===== config.mk =====
export PLATFORM = sky130hd
export DESIGN_NAME = name_escape_codec
export DESIGN_NICKNAME = d
export VERILOG_FILES = /design/src/rtl/nec_pkg.sv /design/src/rtl/nec_xlate.sv /design/src/rtl/name_escape_codec.sv
export VERILOG_INCLUDE_DIRS = /design/src /design/src/rtl
export SDC_FILE = /design/constraint.sdc
export NUM_CORES = 1
export LEC_CHECK = 0
export BUFFER_PORTS_ARGS = -buffer_cell sky130_fd_sc_hd__buf_4
export CAP_MARGIN = 15
export CORE_UTILIZATION = 51
export CTS_BUF_LIST = sky130_fd_sc_hd__clkbuf_4
export DETAILED_ROUTE_END_ITERATION = 7
export PLACE_DENSITY = 0.69
export RECOVER_POWER = 100
export SLEW_MARGIN = 20
export SYNTH_ARGS = -nofsm -noshare
export SYNTH_HDL_FRONTEND = slang
export SYNTH_SLANG_ARGS = --single-unit

===== constraint.sdc =====
create_clock -name clk -period 3.8 [get_ports clk]
set_input_delay 0.19 -clock clk [delete_from_list [all_inputs] [get_ports clk]]
set_output_delay 0.19 -clock clk [all_outputs]
set_load 0.03 [all_outputs]

===== src/rtl/name_escape_codec_assert.svh =====
// Assertion helpers used by the codec top level.
`ifndef NAME_ESCAPE_CODEC_ASSERT_SVH
`define NAME_ESCAPE_CODEC_ASSERT_SVH

// A condition that must hold at every clock edge outside reset.
`define NEC_ASSERT_ALWAYS(label, cond, msg) \
    label: assert property (@(posedge clk) disable iff (!rst_n) (cond)) else $error(msg);

// A condition that, once seen, forces another one at the next edge.
`define NEC_ASSERT_NEXT(label, ante, cons, msg) \
    label: assert property (@(posedge clk) disable iff (!rst_n) (ante) |=> (cons)) \
        else $error(msg);

`endif


===== src/rtl/nec_pkg.sv =====
package nec_pkg;

    localparam logic [7:0] ESC_CHAR   = 8'h5F;
    localparam logic [7:0] CASE_GAP   = 8'h20;
    localparam logic [7:0] DIGIT_ZERO = 8'h30;
    localparam logic [7:0] DIGIT_NINE = 8'h39;
    localparam logic [7:0] UPPER_A    = 8'h41;
    localparam logic [7:0] UPPER_Z    = 8'h5A;

    localparam int unsigned MAX_BURST = 4;

    typedef enum logic [1:0] {
        PH_TEXT = 2'd0,
        PH_ESC  = 2'd1,
        PH_DIG1 = 2'd2,
        PH_DIG2 = 2'd3
    } phase_t;

    typedef struct packed {
        logic [MAX_BURST-1:0][7:0] bytes;
        logic [2:0]                count;
        logic                      err;
        phase_t                    phase;
        logic [7:0]                acc;
    } step_res_t;

endpackage


===== src/rtl/nec_xlate.sv =====
module nec_xlate
(
    input  logic [7:0]          char_in,
    input  logic                direction,
    input  nec_pkg::phase_t     phase,
    input  logic [7:0]          acc,
    output nec_pkg::step_res_t  res
);

    logic [7:0] digit;
    logic       special;

    assign digit = char_in - nec_pkg::DIGIT_ZERO;

    always_comb
    begin
        special = char_in inside {8'h5F, 8'h5C, 8'h2F, 8'h3A, 8'h3B, 8'h20, 8'h2A,
                                  8'h3F, 8'h7E, 8'h7C, 8'h3E, 8'h3C, 8'h2C, 8'h2B,
                                  8'h3D, 8'h40, 8'h25, 8'h26, 8'h21, 8'h2D};
    end

    always_comb
    begin
        res.bytes = '0;
        res.count = 3'd0;
        res.err   = 1'b0;
        res.phase = phase;
        res.acc   = acc;

        if (char_in == 8'h00)
        begin
            // End of name: emit the terminator and drop any escape in flight.
            res.count = 3'd1;
            res.err   = direction && (phase != nec_pkg::PH_TEXT);
            res.phase = nec_pkg::PH_TEXT;
            res.acc   = 8'h00;
        end
        else if (!direction)
        begin
            if (special)
            begin
                res.bytes[0] = nec_pkg::ESC_CHAR;
                res.bytes[1] = {5'b00110, char_in[7:6] == 2'b00 ? 3'b000 : {1'b0, char_in[7:6]}};
                res.bytes[2] = {5'b00110, char_in[5:3]};
                res.bytes[3] = {5'b00110, char_in[2:0]};
                res.count    = 3'd4;
            end
            else if (char_in >= nec_pkg::UPPER_A && char_in <= nec_pkg::UPPER_Z)
            begin
                res.bytes[0] = nec_pkg::ESC_CHAR;
                res.bytes[1] = char_in + nec_pkg::CASE_GAP;
                res.count    = 3'd2;
            end
            else
            begin
                res.bytes[0] = char_in;
                res.count    = 3'd1;
            end
        end
        else
        begin
            case (phase)
                nec_pkg::PH_TEXT:
                begin
                    if (char_in == nec_pkg::ESC_CHAR)
                    begin
                        res.phase = nec_pkg::PH_ESC;
                    end
                    else
                    begin
                        res.bytes[0] = char_in;
                        res.count    = 3'd1;
                    end
                end
                nec_pkg::PH_ESC:
                begin
                    if (char_in >= nec_pkg::DIGIT_ZERO && char_in <= nec_pkg::DIGIT_NINE)
                    begin
                        res.acc   = {digit[1:0], 6'b000000};
                        res.phase = nec_pkg::PH_DIG1;
                    end
                    else
                    begin
                        res.bytes[0] = char_in - nec_pkg::CASE_GAP;
                        res.count    = 3'd1;
                        res.phase    = nec_pkg::PH_TEXT;
                    end
                end
                nec_pkg::PH_DIG1:
                begin
                    res.acc   = acc + {digit[4:0], 3'b000};
                    res.phase = nec_pkg::PH_DIG2;
                end
                nec_pkg::PH_DIG2:
                begin
                    res.acc      = acc + digit;
                    res.bytes[0] = acc + digit;
                    res.count    = 3'd1;
                    res.phase    = nec_pkg::PH_TEXT;
                end
                default:
                begin
                    res.phase = nec_pkg::PH_TEXT;
                end
            endcase
        end
    end

endmodule


===== src/rtl/name_escape_codec.sv =====
// Name escape codec: turns plain names into escaped form or back, one byte per request.
// Input channel s_*: one byte per request; a zero byte ends the name.
// Output channel m_*: one byte per request, tlast on the final byte caused by an input
// byte, tuser set on a terminator that closed the name inside an unfinished escape.
// direction_we/direction_wdata write the direction bit (0 encode, 1 decode); write it
// only while no bytes are in flight.
// An accepted byte is translated in the same cycle into a burst of zero to four result
// bytes held in a small burst register; the burst drains into the output register at
// one byte per cycle while the receiver keeps up, so each result byte passes through the
// burst register and then the output register on its way to m_*. Throughput is set by
// that single-byte output port: the input waits while a burst drains, so an encoded
// uppercase letter or special byte holds it longer than a plain byte. A new byte is
// taken in the cycle the last byte of the previous burst moves to the output register.
// Reset clears the direction bit to encode, the escape phase and accumulator, and
// empties the burst and output registers.
// When the receiver stalls, the output register holds its byte and the burst waits
// behind it; s_tready stays low until only the last burst byte is left and it can move.
`include "name_escape_codec_assert.svh"

module name_escape_codec
(
    input  logic       clk,
    input  logic       rst_n,

    input  logic       s_tvalid,
    output logic       s_tready,
    input  logic [7:0] s_tdata,    // [7:0] char_in

    output logic       m_tvalid,
    input  logic       m_tready,
    output logic [7:0] m_tdata,    // [7:0] char_out
    output logic       m_tlast,
    output logic       m_tuser,    // [0] escape_error

    input  logic       direction_we,
    input  logic       direction_wdata
);

    logic                                   direction_reg;
    nec_pkg::phase_t                        phase_reg;
    logic [7:0]                             acc_reg;

    logic [nec_pkg::MAX_BURST-1:0][7:0]     burst_data_reg;
    logic [2:0]                             burst_cnt_reg;
    logic                                   burst_err_reg;

    logic                                   m_valid_reg;
    logic [7:0]                             m_data_reg;
    logic                                   m_last_reg;
    logic                                   m_err_reg;

    nec_pkg::step_res_t                     step;
    logic                                   accept;
    logic                                   pop;

    nec_xlate u_xlate
    (
        .char_in   (s_tdata),
        .direction (direction_reg),
        .phase     (phase_reg),
        .acc       (acc_reg),
        .res       (step)
    );

    assign pop      = (burst_cnt_reg != 3'd0) && (!m_valid_reg || m_tready);
    assign s_tready = (burst_cnt_reg == 3'd0) || ((burst_cnt_reg == 3'd1) && pop);
    assign accept   = s_tvalid && s_tready;

    assign m_tvalid = m_valid_reg;
    assign m_tdata  = m_data_reg;
    assign m_tlast  = m_last_reg;
    assign m_tuser  = m_err_reg;

    always_ff @(posedge clk or negedge rst_n)
    begin
        if (!rst_n)
        begin
            direction_reg <= 1'b0;
            phase_reg     <= nec_pkg::PH_TEXT;
            acc_reg       <= 8'h00;
            burst_cnt_reg <= 3'd0;
            m_valid_reg   <= 1'b0;
        end
        else
        begin
            if (direction_we)
            begin
                direction_reg <= direction_wdata;
            end

            if (accept)
            begin
                phase_reg     <= step.phase;
                acc_reg       <= step.acc;
                burst_cnt_reg <= step.count;
            end
            else if (pop)
            begin
                burst_cnt_reg <= burst_cnt_reg - 3'd1;
            end

            if (pop)
            begin
                m_valid_reg <= 1'b1;
            end
            else if (m_tready)
            begin
                m_valid_reg <= 1'b0;
            end
        end
    end

    // Payload registers: the burst shifts toward its head as bytes leave.
    always_ff @(posedge clk)
    begin
        if (accept)
        begin
            burst_data_reg <= step.bytes;
            burst_err_reg  <= step.err;
        end
        else if (pop)
        begin
            for (int i = 0; i < nec_pkg::MAX_BURST - 1; i++)
            begin
                burst_data_reg[i] <= burst_data_reg[i+1];
            end
        end

        if (pop)
        begin
            m_data_reg <= burst_data_reg[0];
            m_last_reg <= (burst_cnt_reg == 3'd1);
            m_err_reg  <= burst_err_reg && (burst_cnt_reg == 3'd1);
        end
    end

    `NEC_ASSERT_ALWAYS(a_burst_bound, burst_cnt_reg <= 3'd4, "burst count out of range")
    `NEC_ASSERT_ALWAYS(a_ready_only_near_empty, !s_tready || burst_cnt_reg <= 3'd1,
        "input ready while a burst still has bytes to drain")
    `NEC_ASSERT_NEXT(a_drain_step, pop && burst_cnt_reg > 3'd1,
        burst_cnt_reg == $past(burst_cnt_reg) - 3'd1, "burst did not drain by one byte")
    `NEC_ASSERT_ALWAYS(a_error_on_last, !(m_tvalid && m_tuser) || m_tlast,
        "escape error flagged on a byte that is not the last")

endmodule


== Word-level counts from Yosys, hierarchy flattened ==
Index checks and enable logic that the tools add are counted.
Storage, ports and cells
  register bits: 56
  bits in latches: 0
  memory bits (writable): 0
  ROM bits: 0
  output and inout bits: 12
  memories kept: 0
Cells by class
  add/sub/neg operators: 6
  $mul: 0
  div/mod/pow operators: 0
  $lt $le $gt $ge: 4
  equal/unequal tests: 26
  shifts and indexed selects: 0
  multiplexer cells: 25
  bitwise gates (word level): 1
  reductions and logical operators: 25
Operators with widths (count)
  equality test 8 x 6 -> 1 bit, second input constant: 15
  two-way mux 24 bit: 3
  two-way mux 11 bit: 4
  equality test 8 x 7 -> 1 bit, second input constant: 5
  one-hot mux 11 bit (3 select lines): 1
  one-hot mux 8 bit (3 select lines): 1
  two-way mux 10 bit: 2
  nonzero test 20 bit: 1
  two-way mux 19 bit: 1
  adder 8 bit: 2
  two-way mux 16 bit: 1
  two-way mux 8 bit: 2
  subtractor 8 x 6 -> 8 bit, second input constant: 2
  two-way mux 14 bit: 1
  two-way mux 3 bit: 3
  adder 8 x 6 -> 8 bit, second input constant: 1
  >= comparator 8 x 6 -> 1 bit, second input constant: 1
  >= comparator 8 x 7 -> 1 bit, second input constant: 1
  <= comparator 8 x 6 -> 1 bit, second input constant: 1
  <= comparator 8 x 7 -> 1 bit, second input constant: 1
  logical NOT 8 bit: 1
  one-hot mux 2 bit (4 select lines): 1
  nonzero test 2 bit: 4
  logical AND 1 bit: 7
  18 further kinds: 25

== Depth between registers and ports, before layout ==
Gate-level depths: netlist of the first run.
  depth in word-level cells: 7
  depth in mapped cells: 9

== Modules after synthesis ==
Synthesis of the first run repeated with hierarchy kept, for this count alone.
Unflattened totals
  cell total of the unflattened synthesis: 353
  area, all modules: 3882.5 sq um
Modules (own cells, without submodules)
  name_escape_codec: instances 1, cells each 121, area an instance 2307.2 sq um, seq. area each 1666.6 sq um
  nec_xlate: instances 1, cells each 232, area an instance 1575.3 sq um, seq. area each 0.0 sq um

== Worst setup path after synthesis of the first run ==
No wires, ideal clock.
  kind: register -> register
  start point: reg m_valid_reg, in the netlist m_tvalid
  end point: reg burst_data_reg[0] in the netlist's numbering (enable)
  library setup time: 0.380 ns
  data arrival time: 2.331 ns
  data required time: 3.420 ns
  setup slack: 1.088 ns
  cell stages (with the launch flop): 4
  clock period less this slack: 2.712 ns
  cell sequence: dfrtp_1 -> nand2b_1 -> a21boi_0 -> nand2b_1
On the way
  longest elaborated chain between the ends: 7
RTL lines
  from (decl): RTL line name_escape_codec.sv:47  | logic m_valid_reg;
  from (signal assigned): RTL line name_escape_codec.sv:82  | m_valid_reg <= 1'b0;
  from (signal assigned): RTL line name_escape_codec.sv:104  | m_valid_reg <= 1'b1;
  from (signal assigned): RTL line name_escape_codec.sv:108  | m_valid_reg <= 1'b0;
  logical NOT 1 bit (*): RTL line name_escape_codec.sv:65  | assign pop = (burst_cnt_reg != 3'd0) && (!m_valid_reg || m_tready);
  logical OR 1 bit (*): RTL line name_escape_codec.sv:65
  logical AND 1 bit (*): RTL line name_escape_codec.sv:65
  named net pop: RTL line name_escape_codec.sv:54  | logic pop;
  logical AND 1 bit: RTL line name_escape_codec.sv:66  | assign s_tready = (burst_cnt_reg == 3'd0) || ((burst_cnt_reg == 3'd1) && pop);
  logical OR 1 bit: RTL line name_escape_codec.sv:66
  logical AND 1 bit: RTL line name_escape_codec.sv:67  | assign accept = s_tvalid && s_tready;
  nonzero test 2 bit (no source line) (*)
  to (signal assigned): RTL line name_escape_codec.sv:118  | burst_data_reg <= step.bytes;
  to (signal, indexed assignment): RTL line name_escape_codec.sv:125  | burst_data_reg[i] <= burst_data_reg[i+1];
  to (decl): RTL line name_escape_codec.sv:43  | logic [nec_pkg::MAX_BURST-1:0][7:0] burst_data_reg;
Mark *: on every way through the listed nets, which the timed path passes. The rest lies on a longest branch.
A chain may end at the register's enable or synchronous reset.

== Worst setup path in the final report of the first run ==
  start point: reg burst_cnt_reg[0]
  end point: reg burst_data_reg[9] in the netlist's numbering (data pin)
On the way
  longest elaborated chain between the ends: 6
  elaborated cells between the ends (all ways): 8
RTL lines
  from (decl): RTL line name_escape_codec.sv:44  | logic [2:0] burst_cnt_reg;
  from (signal assigned): RTL line name_escape_codec.sv:95  | burst_cnt_reg <= step.count;
  from (signal assigned): RTL line name_escape_codec.sv:99  | burst_cnt_reg <= burst_cnt_reg - 3'd1;
  nonzero test 3 bit: RTL line name_escape_codec.sv:65
  logical AND 1 bit: RTL line name_escape_codec.sv:65
  logical AND 1 bit: RTL line name_escape_codec.sv:66
  logical OR 1 bit (*): RTL line name_escape_codec.sv:66
  logical AND 1 bit (*): RTL line name_escape_codec.sv:67
  named net accept: RTL line name_escape_codec.sv:53  | logic accept;
  two-way mux 24 bit (*): RTL line name_escape_codec.sv:116  | if (accept)
Marked as above.

==> impl_results.md, run 1 <==
* Min Tclk post-route at 2.85 ns
* Via count at 2546
* Clock Root Buffer: clkbuf_4
* Slew HR at 0.346
* Hold_sp: direction_wdata
* N_diodes at 0
* Syn Inst Count at 314
* Initial DRC Count at 235
* Via density at 6.18
* FFs w/ async S/R, synth at 0.300
* Die Y at 82.6 µm
* Top cells by area, synth: edfxtp_1 32%, dfrtp_1 11%, ha_1 8.3%
* Top cells by count, synth: 36 x nand2_1, 35 x edfxtp_1, 22 x ha_1
* Die ar. at 6820 µm²
* Setup Skew at 0.0117 ns
* Synth Flop Type: edfxtp_1
* Synth Register Bits at 50
* Area delta synth->final at 5.63%
* Global-route wire length before repair at 12400 µm
* Hold crit path type: in -> reg
* Setup Viol. Count Final at 0
* Initial antenna violation count at 0
* Max VDD drop at 385 µV
* PD cells at 558 nW/µm²
* Clock sinks at 50
* Max H-tree Level at 2
* TritonCTS buffer count at 5
* Yosys Warn Count at 0
* Fmax at 0.351 GHz
* Critical Path Source Type: flop
* GP Congestion at 0.909
* Final worst path period share at 0.751
* Yosys top cell area share at 0.317
* Clock Path Buffers at 2
* Area leader, netlist: edfxtp_1
* Post-route ant nets at 0
* CTS Hold Bufs at 1
* Nets at 372
* Critical Path RT at 4.02 ns
* Largest net degree at the start of global routing at 25
* Seq/Total Area, Yosys at 0.431
* Max FFs per register at 24
* Post-route DRC violation count at 0
* Standard-cell row count at 29
* Worst-path fanout max at 15
* Post-synthesis cell type count at 68
* Actual slew at the worst max-slew pin at 0.981 ns
* Synth Area per Inst at 10.6 µm²
* Die X-Extent at 82.6 µm
* Total negative slack at 0 ns
* Synthesized net count at 352
* Cts repair resizes at 0
* Hpwl dp at 5420 µm
* Layout cell share with drive strength beyond 1 at 0.122
* Final Max Slew Viols at 0
* Cell leakage power at 1.45 nW
* # port buffers at 25
* Vias in the first global route at 2412
* Status: finished clean
* Count leader, synth: nand2_1
* Hold path cells at 2
* Final hold violations at 0
* Post-synth EDFFs at 35
* Worst Hold End: direction_reg
* Worst R2R Path Depth at 8
* Setup CP Type: reg -> reg
* RSZ-0062 raised after global routing: false
* Gr usage total at 0.246
* Worst r2r dst: burst_data_reg[9]
* WL/cell at 18.7 µm
* I/O pin total at 26
* Maxcap violations at 0
* Mapped cell area at 3310 µm²
* Post-layout util at 0.554
* Global route total overflow at 0
* RR Startpoint: burst_cnt_reg[0]
* Drt first pass iters at 6
* Clk Latency, worst-skew pair at 0.37 ns
* Routed WL at 7700 µm
* Worst-path clk slew at 0.16 ns
* Post-CTS setup buffers at 0
* CP Capture Type: flop
* Core area at 6310 µm²
* Worst Path Arrival at 3.07 ns
* CTS tree: yes
* Reg2Reg Setup Slack at 0.95 ns
* Starting density of the core at 0.525
## cell usage in the layout (no fill, tap or decap), types with 3 or more instances in the layout
cell type   n
o21ai_0    16
a221o_1     3
xor2_1      5
buf_4      12
clkbuf_4    6
edfxtp_1   35
xnor2_1    12
a21oi_1    18
a211oi_1    5
and3_1      6
a31oi_1     4
a21o_1      4
ha_1       22
nor3_1      5
inv_1      13
nor2_1     14
a22o_1      7
and3_2      3
a221o_2     3
nand3_1    12
nand2_1    36
o31ai_1     4
a21o_2      3
dfrtp_1    15
clkbuf_1   16
nand2b_1    3
## metrics by stage
step,hold slack [ns],area [µm²],worst slack (ns),instances,power [mW]
floorplan,-0.106,3310,1.09,314,1.47
global route,0.0332,3500,0.691,412,2.07
global placement,0.0660,3490,1.32,403,1.68
finish,0.0296,3500,0.948,412,1.95
detailed placement,0.0659,3490,1.25,403,1.69
CTS,0.0196,3580,1.22,412,2.02
## critical path, cell delays in order (launching register included)
cell,delay [ns]
dfrtp_1,0.43
inv_1,0.09
ha_1,0.22
a21o_2,0.12
nand3_1,0.39
inv_1,0.62
and3_1,0.39
nand2_1,0.17
o21ai_0,0.26
## layer usage
metal  global-route usage  wire length, µm  share of wire  vias to the layer above
met5                    0                0              0                        -
met4               0.0793              144          0.019                        0
met2                0.397             3550           0.46                      110
met3               0.0374              520          0.068                       18
li1                     -                -              -                     1204
met1                0.339             3490           0.45                     1214
## cell families (layout without fill, tap and decap cells)
logic type                 Yosys count  after routing  synth area share
and+or+nand+nor                    102            102             0.170
AOI/OAI and AO/OA                   88             88             0.194
DFF                                 50             50             0.431
buffers and inverters               30             51            0.0563
adders and majority gates           24             24            0.0952
xor gates and xnor gates            17             17            0.0449
muxes                                3              3           0.00944
## worst max-delay path by stage
| stage | start | slack, ns | depth (start not counted) | to |
|---|---|---|---|---|
| 5_1_grt | burst_cnt_reg[1] | 0.69 | 8 | burst_data_reg[9] |
| 4_1_cts | burst_cnt_reg[0] | 1.22 | 8 | burst_data_reg[9] |
| 3_3_place_gp | burst_cnt_reg[0] | 1.32 | 8 | burst_data_reg[9] |
| 2_1_floorplan | m_tvalid | 1.09 | 3 | burst_data_reg[0] |
| 6_report | burst_cnt_reg[0] | 0.95 | 8 | burst_data_reg[9] |
| 3_5_place_dp | burst_cnt_reg[0] | 1.25 | 8 | burst_data_reg[9] |
## layout make-up
type	count	area [µm²]
Fill cell	569	2810
Clock buffer	6	45.0
Tap cell	77	96.3
Multi-Input combinational cell	234	1680
Sequential cell	50	1430
Inverter	14	52.6
Timing Repair Buffer	29	160
Clock inverter	2	37.5
## power breakdown
part           internal, mW  switching [mW]  total, mW
Clock                 0.146           0.180      0.326
Sequential            0.866          0.0727      0.939
Combinational         0.224           0.462      0.686
No activity file was read; power rests on OpenSTA's default activity.
==> run 2: changes to the inputs <==
PLACE_DENSITY = 0.72   (was 0.69)
clock period = 2.6 ns   (was 3.8 ns; I/O delays follow)
==> run 2 against run 1 <==
  * Combinational power up 47%
  * Die area unchanged
  * Clock skew down 0.0066 ns
  * Worst hold slack better by 0.075 ns
  * Via count up 0.71%
  * Sequential power up 46%
  * Clock-buffer cell count unchanged
  * Critical path type unchanged
  * Critical endpoint is now burst_data_reg[6]
  * Largest power group unchanged
==> impl_results.md, run 2 (synthesized netlist as in run 1, its figures left out) <==
* Logic gate share of total power at 0.356
* Post-layout util at 0.565
* Setup Skew at 0.00506 ns
* RSZ-0062 raised after global routing: false
* WHS at 0.105 ns
* Crit path max-delay family: compound AO/OA/AOI/OAI gates
* Critical Path RT at 2.74 ns
* CP Capture Type: flop
* Max FFs per register at 24
* CTS tree: yes
* Standard-cell row count at 29
* Status: finished clean
* Area delta synth->final at 7.70%
* Final WS setup at 0.218 ns
* Area of the multi-input gates at 1680 µm²
* Non-filler cells, final at 421
* Clk Latency, worst-skew pair at 0.37 ns
* Setup Viol. Count Final at 0
* Reg2Reg Setup Slack at 0.22 ns
* Final worst path period share at 0.916
* Core area at 6310 µm²
* Actual slew at the worst max-slew pin at 0.848 ns
* Hold path cells at 3
* GP Congestion at 0.912
* Total negative slack at 0 ns
* RR Startpoint: acc_reg[0]
* Die Y at 82.6 µm
* Internal power at 1.83 mW
* Starting density of the core at 0.525
* Maxcap violations at 0
* TritonCTS buffer count at 5
* Worst-path fanout max at 3
* Final Cell Area at 3570 µm²
* Via density at 6.09
* Global-route wire length before repair at 12000 µm
* Setup CP Type: reg -> reg
* Final hold violations at 0
* Worst-path clk slew at 0.14 ns
* Clock Root Buffer: clkbuf_4
* Placed cell count at 410
* Routed WL at 7490 µm
* Fmax at 0.420 GHz
* Max incr delay on CP at 0.42 ns
* Initial antenna violation count at 0
* Worst R2R Path Depth at 8
* I/O pin total at 26
* Clock power frac at 0.163
* Net switching power figure at 1.01 mW
* Gr usage total at 0.241
* Slowest library cell on the worst path: dfrtp_1
* Layout cell share with drive strength beyond 1 at 0.142
* Max VDD drop at 483 µV
* Nets at 381
* Worst path depth at 8
* Global route total overflow at 0
* Via count at 2564
* PD cells at 796 nW/µm²
* Switch share at 0.357
* Largest net degree at the start of global routing at 26
* N_diodes at 0
* Register area at 1430 µm²
* Number of fillers in the final layout at 592
* Post-route ant nets at 0
* Final Max Slew Viols at 0
* Die ar. at 6820 µm²
* Final Power at 2.84 mW
* Worst Hold End: m_tvalid
* Max H-tree Level at 2
* Clock Path Buffers at 2
* Worst r2r dst: burst_data_reg[6]
* Dpl ws at 0.175 ns
* Clock sinks at 50
* Critical Path Source Type: flop
* Hold_sp: m_tready
* Slew HR at 0.435
* Hpwl dp at 5430 µm
* Cts repair resizes at 0
* Hold crit path type: in -> reg
* Worst Path Arrival at 2.52 ns
* Commonest non-fill, non-tap cell in the layout: nand2_1
* WP buf/inv at 0
* CTS Hold Bufs at 3
* WL/cell at 17.8 µm
* Placed inst area at 3540 µm²
* Cell Chain, Critical Path: ha_1 > fa_1 > a21oi_1 > o21ai_0 > a21oi_1 > xor2_1 > o21ai_0 > a22o_1
* Most frequent cells in the layout: 36 x nand2_1, 35 x edfxtp_1, 22 x ha_1
* Post-route DRC violation count at 0
* # port buffers at 25
* Die X-Extent at 82.6 µm
* Initial DRC Count at 138
* Post-CTS setup buffers at 0
* Cell leakage power at 1.49 nW
* Drt first pass iters at 5
* Min Tclk post-route at 2.38 ns
* Share of power burned in registers at 0.481
* Vias in the first global route at 2434
-- run 2: per-layer routing --
layer / track usage / vias to the layer above / routed length, µm / share of wire
met4: 0.0966 / 0 / 223 / 0.030
li1: - / 1226 / - / -
met1: 0.312 / 1221 / 3270 / 0.44
met5: 0 / - / 0 / 0
met3: 0.0473 / 20 / 458 / 0.061
met2: 0.395 / 97 / 3530 / 0.47
-- run 2: power by group through the flow --
stage               registers, mW  clock network [mW]  logic, mW
CTS                          1.37               0.472       1.11
global placement             1.37                   0       1.09
floorplan                    1.51                   0      0.642
detailed placement           1.39                   0       1.10
finish                       1.37               0.464       1.01
global route                 1.41               0.496       1.13
-- run 2: cell type report --
type,count,area share
clock buffer,6,0.0126
inverter,14,0.0147
clock inverter,2,0.0105
tap,77,0.0270
sequential,50,0.400
multi-input combinational,234,0.470
timing repair buffer,38,0.0652
-- run 2: how the worst max path moves through the flow --
stage,start,end
finish,acc_reg[0],burst_data_reg[6]
CTS,acc_reg[0],burst_data_reg[6]
detailed placement,s_tdata[5],burst_data_reg[0]
floorplan,m_tvalid,burst_data_reg[0]
global placement,s_tdata[5],burst_data_reg[3]
global route,burst_cnt_reg[0],burst_data_reg[16]
-- run 2: worst min-delay path, cell delays in order --
cell and delay, ns:
buf_4 0.07, nand2b_1 0.15, nand3_1 0.09
==> run 3: changes to the inputs <==
CORE_MARGIN = 5   (was not set)
==> run 3 against run 2 <==
  * Via count grew 0.78%
  * Clock-buffer cell count shrank 1
  * Clock skew grew 0.0049 ns
  * Flip-flop and latch count is the same
  * Wire length grew 4.3%
==> impl_results.md, run 3 (synthesized netlist as in run 1, its figures left out) <==
* Die Y at 90.6 µm
* Critical Path Source Type: flop
* Actual slew at the worst max-slew pin at 0.939 ns
* Critical Path RT at 2.75 ns
* Global-route wire length before repair at 13200 µm
* Internal power at 1.72 mW
* N_diodes at 0
* Layout cell share with drive strength beyond 1 at 0.145
* Max FFs per register at 24
* Drt first pass iters at 5
* Number of fillers in the final layout at 558
* CP Capture Type: flop
* Worst Hold End: m_tvalid
* CP Launch Point: acc_reg[0]
* Clock Path Buffers at 2
* Die X-Extent at 90.6 µm
* RR Startpoint: acc_reg[0]
* Via density at 6.12
* Slowest library cell on the worst path: fa_1
* Max VDD drop at 582 µV
* Register area at 1430 µm²
* # port buffers at 25
* Dpl ws at 0.198 ns
* Hold_sp: m_tready
* Clock sinks at 50
* Starting density of the core at 0.522
* Final Max Slew Viols at 0
* Reg2Reg Setup Slack at 0.27 ns
* WL/cell at 18.5 µm
* Placed cell count at 411
* Share of power burned in registers at 0.492
* Global route total overflow at 0
* Max H-tree Level at 2
* Min Tclk post-route at 2.33 ns
* Setup CP Type: reg -> reg
* Standard-cell row count at 29
* Setup Viol. Count Final at 0
* Gr usage total at 0.197
* Die ar. at 8210 µm²
* Area delta synth->final at 7.21%
* Worst Path Arrival at 2.48 ns
* Initial DRC Count at 218
* Post-route ant nets at 0
* Max incr delay on CP at 0.42 ns
* Hold crit path type: in -> reg
* Fmax at 0.429 GHz
* Final hold violations at 0
* Most frequent cells in the layout: 36 x nand2_1, 35 x edfxtp_1, 22 x ha_1
* Final WS setup at 0.269 ns
* Nets at 382
* Worst-path fanout max at 3
* Net switching power figure at 1.04 mW
* WP buf/inv at 0
* Clock power frac at 0.135
* PD cells at 776 nW/µm²
* Post-route DRC violation count at 0
* Routed WL at 7810 µm
* Clock Root Buffer: clkbuf_4
* RSZ-0062 raised after global routing: false
* Vias in the first global route at 2661
* Initial antenna violation count at 0
* CTS tree: yes
* Worst r2r dst: burst_data_reg[6]
* GP Congestion at 0.885
* Cell leakage power at 1.49 nW
* Worst-path clk slew at 0.15 ns
* Area of the multi-input gates at 1680 µm²
* Clk Latency, worst-skew pair at 0.38 ns
* Hold path cells at 3
* Maxcap violations at 0
* Total negative slack at 0 ns
* Cell Chain, Critical Path: ha_1 > fa_1 > a21oi_1 > o21ai_0 > a21oi_1 > xor2_1 > o21ai_0 > a22o_1
* Via count at 2584
* Hpwl dp at 5690 µm
* Largest net degree at the start of global routing at 30
* Crit path max-delay family: compound AO/OA/AOI/OAI gates
* Slew HR at 0.374
* Setup Skew at 0.00996 ns
* Placed inst area at 3550 µm²
* Final Cell Area at 3550 µm²
* Core area at 6350 µm²
* Final worst path period share at 0.897
* Switch share at 0.376
* Non-filler cells, final at 422
* Worst R2R Path Depth at 8
* Status: finished clean
* I/O pin total at 26
* Commonest non-fill, non-tap cell in the layout: nand2_1
* TritonCTS buffer count at 5
* Logic gate share of total power at 0.372
* Post-CTS setup buffers at 0
[run 3: cell count changes in the layout (fill, tap and decap cells not counted)]
cell / change
clkinv_2: +1
bufinv_16: -1
clkinv_4: +1
buf_4: +2
clkbuf_4: -2
[run 3: worst min-delay path: stages]
cell,delay (ns)
buf_4,0.07
nand2b_1,0.16
nand3_1,0.09
[run 3: stage by stage]
step | hold WS (ns) | total power [mW] | util
after CTS | 0.109 | 2.86 | 0.572
after floorplan | -0.166 | 2.15 | -
after detailed placement | 0.00744 | 2.50 | 0.558
after global routing | 0.120 | 2.94 | 0.559
after global placement | 0.00534 | 2.47 | 0.558
final | 0.101 | 2.76 | 0.559
[run 3: area by class of cell]
class / instances / share of cell area
Inverter: 14 / 0.0148
Clock inverter: 3 / 0.00599
Clock buffer: 5 / 0.0106
Sequential cell: 50 / 0.402
Timing Repair Buffer: 39 / 0.0676
Tap cell: 77 / 0.0271
Multi-Input combinational cell: 234 / 0.472
[run 3: how the worst max path moves through the flow]
| stage | end | slack [ns] | cells after the start |
|---|---|---|---|
| 6_report | burst_data_reg[6] | 0.27 | 8 |
| 5_1_grt | burst_data_reg[10] | 0.09 | 6 |
| 4_1_cts | burst_data_reg[6] | 0.27 | 8 |
| 3_5_place_dp | burst_data_reg[0] | 0.20 | 9 |
| 3_3_place_gp | burst_data_reg[3] | 0.24 | 9 |
| 2_1_floorplan | burst_data_reg[0] | 0.21 | 3 |
[run 3: timing repair]
| item | 4_1_cts | 5_1_grt |
|---|---|---|
| endpoints found under the setup margin | 0 | 0 |
| resized for setup | 0 | 0 |
| hold buffers | 3 | 0 |
| hold endpoints to repair | 16 | 0 |
[run 3: power groups by stage]
stage               Clock [mW]  Combinational (mW)  Sequential, mW
finish                   0.373                1.03            1.36
global route             0.409                1.13            1.40
detailed placement           0                1.12            1.38
global placement             0                1.10            1.37
floorplan                    0               0.642            1.51
CTS                      0.374                1.12            1.36
[run 3: layer usage]
layer / vias up / wire (µm) / part of all wire / global-route usage
li1: 1228 / - / - / -
met1: 1222 / 3390 / 0.43 / 0.260
met2: 107 / 3650 / 0.47 / 0.319
met3: 27 / 536 / 0.069 / 0.0342
met4: 0 / 229 / 0.029 / 0.0794
met5: - / 0 / 0 / 0
